File: src/design/allocation_event_log_checker_core_assert.svh
// Assertion macros for the allocation event log checker core
`ifndef ALLOCATION_EVENT_LOG_CHECKER_CORE_ASSERT_SVH
`define ALLOCATION_EVENT_LOG_CHECKER_CORE_ASSERT_SVH
`ifndef ASSERT_OFF
`define AELC_ASSERT_IMPL(label, ante, cons, msg) \
    label: assert property (@(posedge i_clk) disable iff (!i_rst_n) (ante) |-> (cons)) \
        else $error(msg);
`define AELC_ASSERT_NEXT(label, ante, cons, msg) \
    label: assert property (@(posedge i_clk) disable iff (!i_rst_n) (ante) |=> (cons)) \
        else $error(msg);
`else
`define AELC_ASSERT_IMPL(label, ante, cons, msg)
`define AELC_ASSERT_NEXT(label, ante, cons, msg)
`endif
`endif

File: src/design/aelc_pkg.sv
// Package: command, status and transfer types of the allocation event log checker
`timescale 1ns / 1ps
`default_nettype none
package aelc_pkg;

    localparam int ADDR_W = 32;

    typedef enum logic [1:0] {
        CMD_ALLOC = 2'd0,
        CMD_FREE  = 2'd1,
        CMD_QUERY = 2'd2,
        CMD_LEAK  = 2'd3
    } t_cmd;

    typedef enum logic [1:0] {
        ST_STATIC  = 2'd0,
        ST_DYNAMIC = 2'd1,
        ST_FREED   = 2'd2
    } t_status;

    typedef struct packed {
        t_cmd              cmd;
        logic [ADDR_W-1:0] address;
    } t_item;

    typedef struct packed {
        logic              ok;
        t_status           status;
        logic [ADDR_W-1:0] leak_address;
    } t_result;

endpackage
`default_nettype wire

File: src/design/allocation_event_log_checker_core.sv
// Top level: allocation event log with query and leak check sequencer
// An append gives its result in the cycle after start; a query scans from newest
//   to oldest entry, a leak check tests each unfreed entry against later entries.
// One command at a time: busy holds off start until the result strobe; the
//   receiver cannot stall, so a result never waits and a scan never pauses.
// Reset (synchronous, active low) empties the log; entry contents stay as
//   they were and are never read before they are written again.
`timescale 1ns / 1ps
`default_nettype none
module allocation_event_log_checker_core #(
    parameter int LOG_DEPTH = 64,
    parameter int ADDR_BITS = 32
) (
    input  wire                 i_clk,
    input  wire                 i_rst_n,
    input  wire                 start,
    input  wire aelc_pkg::t_item i_item,
    output logic                busy,
    output logic                o_valid,
    output aelc_pkg::t_result   o_result
);
    import aelc_pkg::*;
    `include "allocation_event_log_checker_core_assert.svh"

    // stored address width: an input address never carries more than ADDR_W bits
    localparam int SW = (ADDR_BITS < ADDR_W) ? ADDR_BITS : ADDR_W;
    localparam int CW = $clog2(LOG_DEPTH + 1);
    localparam int IW = $clog2(LOG_DEPTH);

    typedef enum logic [4:0] {
        S_IDLE    = 5'b00001,
        S_QSCAN   = 5'b00010,
        S_LOUT_RD = 5'b00100,
        S_LOUT_CK = 5'b01000,
        S_LIN     = 5'b10000
    } t_state;

    // entry = {freed mark, address}
    logic [SW:0]   mem [LOG_DEPTH];
    logic [SW:0]   r_rd_a;
    logic [SW:0]   r_rd_b;

    t_state        r_state, n_state;
    logic [CW-1:0] r_count, n_count;
    logic [CW-1:0] r_i, n_i;           // query index / leak outer index
    logic [CW-1:0] r_j, n_j;           // leak inner index
    logic          r_dv, n_dv;         // read data of the scan is valid
    logic          r_end, n_end;       // last scan read has been issued
    logic [SW-1:0] r_qaddr;
    logic          r_valid, n_valid;
    t_result       r_res, n_res;

    logic          accept;
    logic          full;
    logic          wr_en;
    logic [SW:0]   wr_data;
    logic [SW-1:0] in_addr;
    logic [SW-1:0] cmp_a;
    logic [SW-1:0] cmp_b;
    logic          cmp_eq;
    logic          q_hit;
    logic          l_hit;

    assign busy     = (r_state != S_IDLE);
    assign o_valid  = r_valid;
    assign o_result = r_res;

    assign accept  = start && !busy;
    assign full    = (r_count == CW'(LOG_DEPTH));
    assign in_addr = i_item.address[SW-1:0];
    assign wr_data = {(i_item.cmd == CMD_FREE), in_addr};

    // the single compare unit: port A against the query key, or port B against port A
    assign cmp_a  = (r_state == S_QSCAN) ? r_rd_a[SW-1:0] : r_rd_b[SW-1:0];
    assign cmp_b  = (r_state == S_QSCAN) ? r_qaddr : r_rd_a[SW-1:0];
    assign cmp_eq = (cmp_a == cmp_b);
    assign q_hit  = r_dv && cmp_eq;
    assign l_hit  = r_dv && r_rd_b[SW] && cmp_eq;

    always_comb begin
        n_state = r_state;
        n_count = r_count;
        n_i     = r_i;
        n_j     = r_j;
        n_dv    = r_dv;
        n_end   = r_end;
        n_valid = 1'b0;
        n_res   = r_res;
        wr_en   = 1'b0;
        unique case (r_state)
            S_IDLE: begin
                if (start) begin
                    unique case (i_item.cmd)
                        CMD_ALLOC, CMD_FREE: begin
                            // append unless the log is full
                            n_valid = 1'b1;
                            n_res   = '{ok: !full, status: ST_STATIC, leak_address: '0};
                            if (!full) begin
                                wr_en   = 1'b1;
                                n_count = r_count + CW'(1);
                            end
                        end
                        CMD_QUERY: begin
                            if (r_count == '0) begin
                                n_valid = 1'b1;
                                n_res   = '{ok: 1'b1, status: ST_STATIC, leak_address: '0};
                            end else begin
                                n_i     = r_count - CW'(1);
                                n_dv    = 1'b0;
                                n_end   = 1'b0;
                                n_state = S_QSCAN;
                            end
                        end
                        default: begin
                            if (r_count == '0) begin
                                n_valid = 1'b1;
                                n_res   = '{ok: 1'b1, status: ST_STATIC, leak_address: '0};
                            end else begin
                                n_i     = '0;
                                n_state = S_LOUT_RD;
                            end
                        end
                    endcase
                end
            end
            S_QSCAN: begin
                // newest to oldest, one read issued per cycle
                if (q_hit) begin
                    n_valid = 1'b1;
                    n_res   = '{ok: 1'b1,
                                status: (r_rd_a[SW] ? ST_FREED : ST_DYNAMIC),
                                leak_address: '0};
                    n_state = S_IDLE;
                end else if (r_end) begin
                    n_valid = 1'b1;
                    n_res   = '{ok: 1'b1, status: ST_STATIC, leak_address: '0};
                    n_state = S_IDLE;
                end else begin
                    n_dv = 1'b1;
                    if (r_i == '0) begin
                        n_end = 1'b1;
                    end else begin
                        n_i = r_i - CW'(1);
                    end
                end
            end
            S_LOUT_RD: begin
                // wait for the outer entry, or pass once every entry is covered
                if (r_i == r_count) begin
                    n_valid = 1'b1;
                    n_res   = '{ok: 1'b1, status: ST_STATIC, leak_address: '0};
                    n_state = S_IDLE;
                end else begin
                    n_state = S_LOUT_CK;
                end
            end
            S_LOUT_CK: begin
                if (r_rd_a[SW]) begin
                    n_i     = r_i + CW'(1);
                    n_state = S_LOUT_RD;
                end else if ((r_i + CW'(1)) == r_count) begin
                    // unfreed newest entry: nothing later can release it
                    n_valid = 1'b1;
                    n_res   = '{ok: 1'b0, status: ST_STATIC,
                                leak_address: ADDR_W'(r_rd_a[SW-1:0])};
                    n_state = S_IDLE;
                end else begin
                    n_j     = r_i + CW'(1);
                    n_dv    = 1'b0;
                    n_end   = 1'b0;
                    n_state = S_LIN;
                end
            end
            S_LIN: begin
                // look for a later release of the outer address
                if (l_hit) begin
                    n_i     = r_i + CW'(1);
                    n_state = S_LOUT_RD;
                end else if (r_end) begin
                    n_valid = 1'b1;
                    n_res   = '{ok: 1'b0, status: ST_STATIC,
                                leak_address: ADDR_W'(r_rd_a[SW-1:0])};
                    n_state = S_IDLE;
                end else begin
                    n_dv = 1'b1;
                    if (r_j == (r_count - CW'(1))) begin
                        n_end = 1'b1;
                    end else begin
                        n_j = r_j + CW'(1);
                    end
                end
            end
            default: begin
                n_state = S_IDLE;
            end
        endcase
    end

    // entry memory: one write port, two registered read ports
    always_ff @(posedge i_clk) begin
        if (wr_en) begin
            mem[r_count[IW-1:0]] <= wr_data;
        end
        r_rd_a <= mem[r_i[IW-1:0]];
        r_rd_b <= mem[r_j[IW-1:0]];
    end

    always_ff @(posedge i_clk) begin
        if (!i_rst_n) begin
            r_state <= S_IDLE;
            r_count <= '0;
            r_i     <= '0;
            r_j     <= '0;
            r_dv    <= 1'b0;
            r_end   <= 1'b0;
            r_valid <= 1'b0;
        end else begin
            r_state <= n_state;
            r_count <= n_count;
            r_i     <= n_i;
            r_j     <= n_j;
            r_dv    <= n_dv;
            r_end   <= n_end;
            r_valid <= n_valid;
        end
    end

    // payload: hold the query key and the result
    always_ff @(posedge i_clk) begin
        if (accept) begin
            r_qaddr <= in_addr;
        end
        r_res <= n_res;
    end

    `AELC_ASSERT_IMPL(a_count_bound, 1'b1, r_count <= CW'(LOG_DEPTH), "log count over depth")
    `AELC_ASSERT_IMPL(a_state_onehot, 1'b1, $onehot(r_state), "state not one-hot")
    `AELC_ASSERT_IMPL(a_strobe_idle, o_valid, !busy, "result strobe while busy")
    `AELC_ASSERT_IMPL(a_scan_nonempty, busy, r_count != '0, "scan over an empty log")
    `AELC_ASSERT_NEXT(a_append_one, accept && (i_item.cmd == CMD_ALLOC || i_item.cmd == CMD_FREE), o_valid && !busy, "append took more than one cycle")

endmodule
`default_nettype wire

File: config.mk
export PLATFORM = sky130hd
export DESIGN_NAME = allocation_event_log_checker_core
export DESIGN_NICKNAME = d
export VERILOG_FILES = /design/src/design/aelc_pkg.sv /design/src/design/allocation_event_log_checker_core.sv
export VERILOG_INCLUDE_DIRS = /design/src /design/src/design
export SDC_FILE = /design/constraint.sdc
export NUM_CORES = 2
export LEC_CHECK = 0
export CORE_MARGIN = 4
export CORE_UTILIZATION = 40
export CTS_BUF_LIST = sky130_fd_sc_hd__clkbuf_4
export DETAILED_ROUTE_END_ITERATION = 6
export DONT_BUFFER_PORTS = 1
export PLACE_DENSITY = 0.65
export SYNTH_ARGS = -nofsm -noshare
export SYNTH_HDL_FRONTEND = slang
export SYNTH_SLANG_ARGS = --single-unit
File: constraint.sdc
create_clock -name i_clk -period 12.1 [get_ports i_clk]
set_clock_uncertainty 0.1 [all_clocks]
set_input_delay 0.605 -clock i_clk [delete_from_list [all_inputs] [get_ports i_clk]]
set_output_delay 0.605 -clock i_clk [all_outputs]
set_load 0.01 [all_outputs]
==> flow_summary.ini <==
[clocking]
cts.htree.levels = 6
cts_resized = 0
clk_path_buf_depth = 4
cts_hold_buf = 71
cts.sinks = 2274
cts_tree = built
cts_buffers = 594
insertion_delay_ns = 1.40
path_clk_slew_ns = 0.07
cts-root-buf = clkbuf_4
cts_setup_buffers = 0

[logic_synthesis]
synth_simple_gate_area_share_pct = 1.35
syn_area_um2 = 103000
yosysMostFrequentCell = edfxtp_1
synth_cell_type_count = 62
synth_compound_area_share_pct = 0.522
yosys.area.top_type = edfxtp_1
synth_edf_count = 2179
synth_nets = 4536
ys_top_cells_by_count = edfxtp_1, mux4_2, clkbuf_1
ys_seq_area_share_pct = 65.3
ys_ff_latch = 2274
async_flop_share_pct = 0
synth_cells = 4492
synthTopCellsByArea = edfxtp_1, mux4_2, dfxtp_1
synth_top_cell_area_share_pct = 63.5
yosysWarnings = 0
post_synth_mux_area_share_pct = 30.3
synthAdderAreaFrac_pct = 0.0850
avgSynthCellArea_um2 = 22.9
ys.flop_type = edfxtp_1
synth_top_family_by_area = multiplexers
synthXorXnorAreaFrac_pct = 0.902

[power]
p_per_area_nw_per_um2 = 163
ir_drop_v = 0.000110
power_mw = 18.9
cellLeakagePower_nw = 34.6

[grt]
antenna_found_initial = 46
grt_max_degree = 130
grt_pass1_vias = 58000
grt_pass1_wl_um = 448000
grt-ovfl-total = 0
grt_usage_pct = 24.1

[worst_setup_path]
cp_data_arrival_time_ns = 6.18
reg2reg_slack_ns = 6.77
cp-end-kind = flop
crit_start = r_rd_a[18]
critPathKind = reg2reg
regToRegStartpoint = r_rd_a[18]
slowest_delay_ns = 1.02
crit_path_cell_trace = xor2_1 -> nor4_1 -> nand3_1 -> nor3_1 -> o21ai_0 -> nand2_1 -> and3_2
timing.rr.end = o_result[3]
reg2regPathDepth = 7
crit_required_ns = 12.95
critPathMaxFanout = 35
start_kind = flop
crit_slowest_cell = dfxtp_1
crit_path_end = o_result[3]

[sta]
tns_ns = 0
rsz0062_at_grt = false
tightest_slew_ns = 1.28
maxSlewHeadroom_pct = 14.5
max_freq_ghz = 0.188
drv_slew = 0
setup_viol = 0
min_period_over_period_pct = 44.1
finalHoldViolations = 0
holdWs_ns = 0.140
fin_crit_ns = 5.33

[placed_design]
port_buffers = 0
dp.final_hpwl_um = 182000
gp_congestion = 0.848
place_area_um2 = 107000

[routing]
drt-total-wl_um = 320000
first_iter_violations = 9738
ant_nets = 0
drt_pre_antenna_iters = 7
wire_per_inst_um = 36.6
drc = 0
viasPerCell = 6.50
via_count = 56900

[floorplan]
fp-row-count = 186
ios = 74
die-area_um2 = 266000
start_util_pct = 40.2
die_h_um = 516
fp.coreArea_um2 = 257000
die_w_um = 516

[final_layout]
drive_gt1_share_pct = 48.0
final_area_um2 = 116000
nFillCells = 21300
finalNetCount = 4982
syn2layout_area_growth_pct = 12.7
final_util_pct = 45.3
seqCellArea_um2 = 67400
multi_input_area_um2 = 34700

[flow_run]
max_cap_viol_count = 0

[min_path]
hold_path_class = in2reg
hold_start = i_item[24]

[status]
status = complete, no violations
-- sequential cells by signal, summed over array words and instances (netlist names) --
name / count
r_i: 7
r_count: 7
r_state: 5
r_dv: 1
r_qaddr: 32
r_rd_b: 33
o_result: 35
r_j: 7
r_rd_a: 33
mem: 2112
o_valid: 1
r_end: 1
-- critical path: cells and delay by family (launching register included) --
kind,cells,cell delay [ns]
xor gates and xnor gates,1,0.38
and+or+nand+nor,5,3.20
AOI/OAI and AO/OA,1,0.17
DFF,1,1.02
-- cell families (layout without fill, tap and decap cells) --
kind of cell	Yosys count	count (layout)
adders and majority gates	7	7
DFF	2274	2274
and+or+nand+nor	282	282
muxes	1392	1392
AOI/OAI and AO/OA	77	77
xor gates and xnor gates	103	103
other	0	21
buffers and inverters	357	1218
-- per-layer routing --
metal | GRT usage (%) | up-vias | routed length (µm) | share of wire (%)
met5 | 0 | - | 63 | 0.020
met4 | 8.84 | 10 | 11300 | 3.5
met3 | 7.42 | 653 | 45700 | 14
met2 | 35.1 | 4291 | 144000 | 45
met1 | 34.3 | 30600 | 119000 | 37
li1 | - | 21400 | - | -
-- layout by cell type (no fill, tap or decap), types with 3 or more instances in the layout --
master and count:
dlygate4sd3_1 39, nor4b_1 3, clkinv_1 80, mux2i_1 6, nand4_1 13, xnor2_1 52
nor3_1 14, nand3_1 16, diode_2 21, buf_12 9, a21oi_1 19, and2_1 9
edfxtp_1 2179, dfxtp_4 11, buf_4 116, clkinv_2 19, nor3b_1 3, a221oi_1 5
a221o_1 3, inv_1 9, nand2_1 43, mux4_2 1386, nand3b_1 5, or2_2 5
and3_1 39, nor4_1 10, o211ai_1 4, o32ai_1 4, nor2_1 41, dfxtp_1 84
nor2_4 64, o21ai_0 12, o31ai_1 5, buf_16 32, ha_1 7, xor2_1 48
inv_2 14, bufinv_16 10, a31oi_1 4, clkbuf_4 887
-- final cells by class --
class	instances	share of cell area (%)
Timing Repair Buffer	196	2.00
Multi-Input combinational cell	1861	29.9
Sequential cell	2274	58.0
Clock inverter	124	0.655
Inverter	11	0.0420
Tap cell	3384	3.64
Antenna cell	21	0.0452
Clock buffer	887	5.73
-- how the worst min path moves through the flow --
stage | endpoint | slack [ns] | depth (start not counted)
3_5_place_dp | r_j[6] | 0.43 | 2
6_report | r_qaddr[24] | 0.14 | 2
4_1_cts | r_qaddr[24] | 0.01 | 2
3_3_place_gp | r_j[6] | 0.42 | 2
2_1_floorplan | r_j[6] | 0.36 | 2
5_1_grt | mem[25][11] | 0.04 | 2
-- through the flow --
stage / setup slack [ns] / std cells
global route: 6.49 / 8749
detailed placement: 6.97 / 7655
CTS: 6.89 / 8737
global placement: 6.88 / 7655
finish: 6.77 / 8758
floorplan: 7.56 / 4492
-- report_power, final --
part           switching, mW  total [mW]  internal (mW)
clock                   3.18        6.73           3.55
sequential             0.503        9.37           8.86
combinational           1.52        2.82           1.29
total                   5.21        18.9           13.7
(Power assumes the default switching activity.)
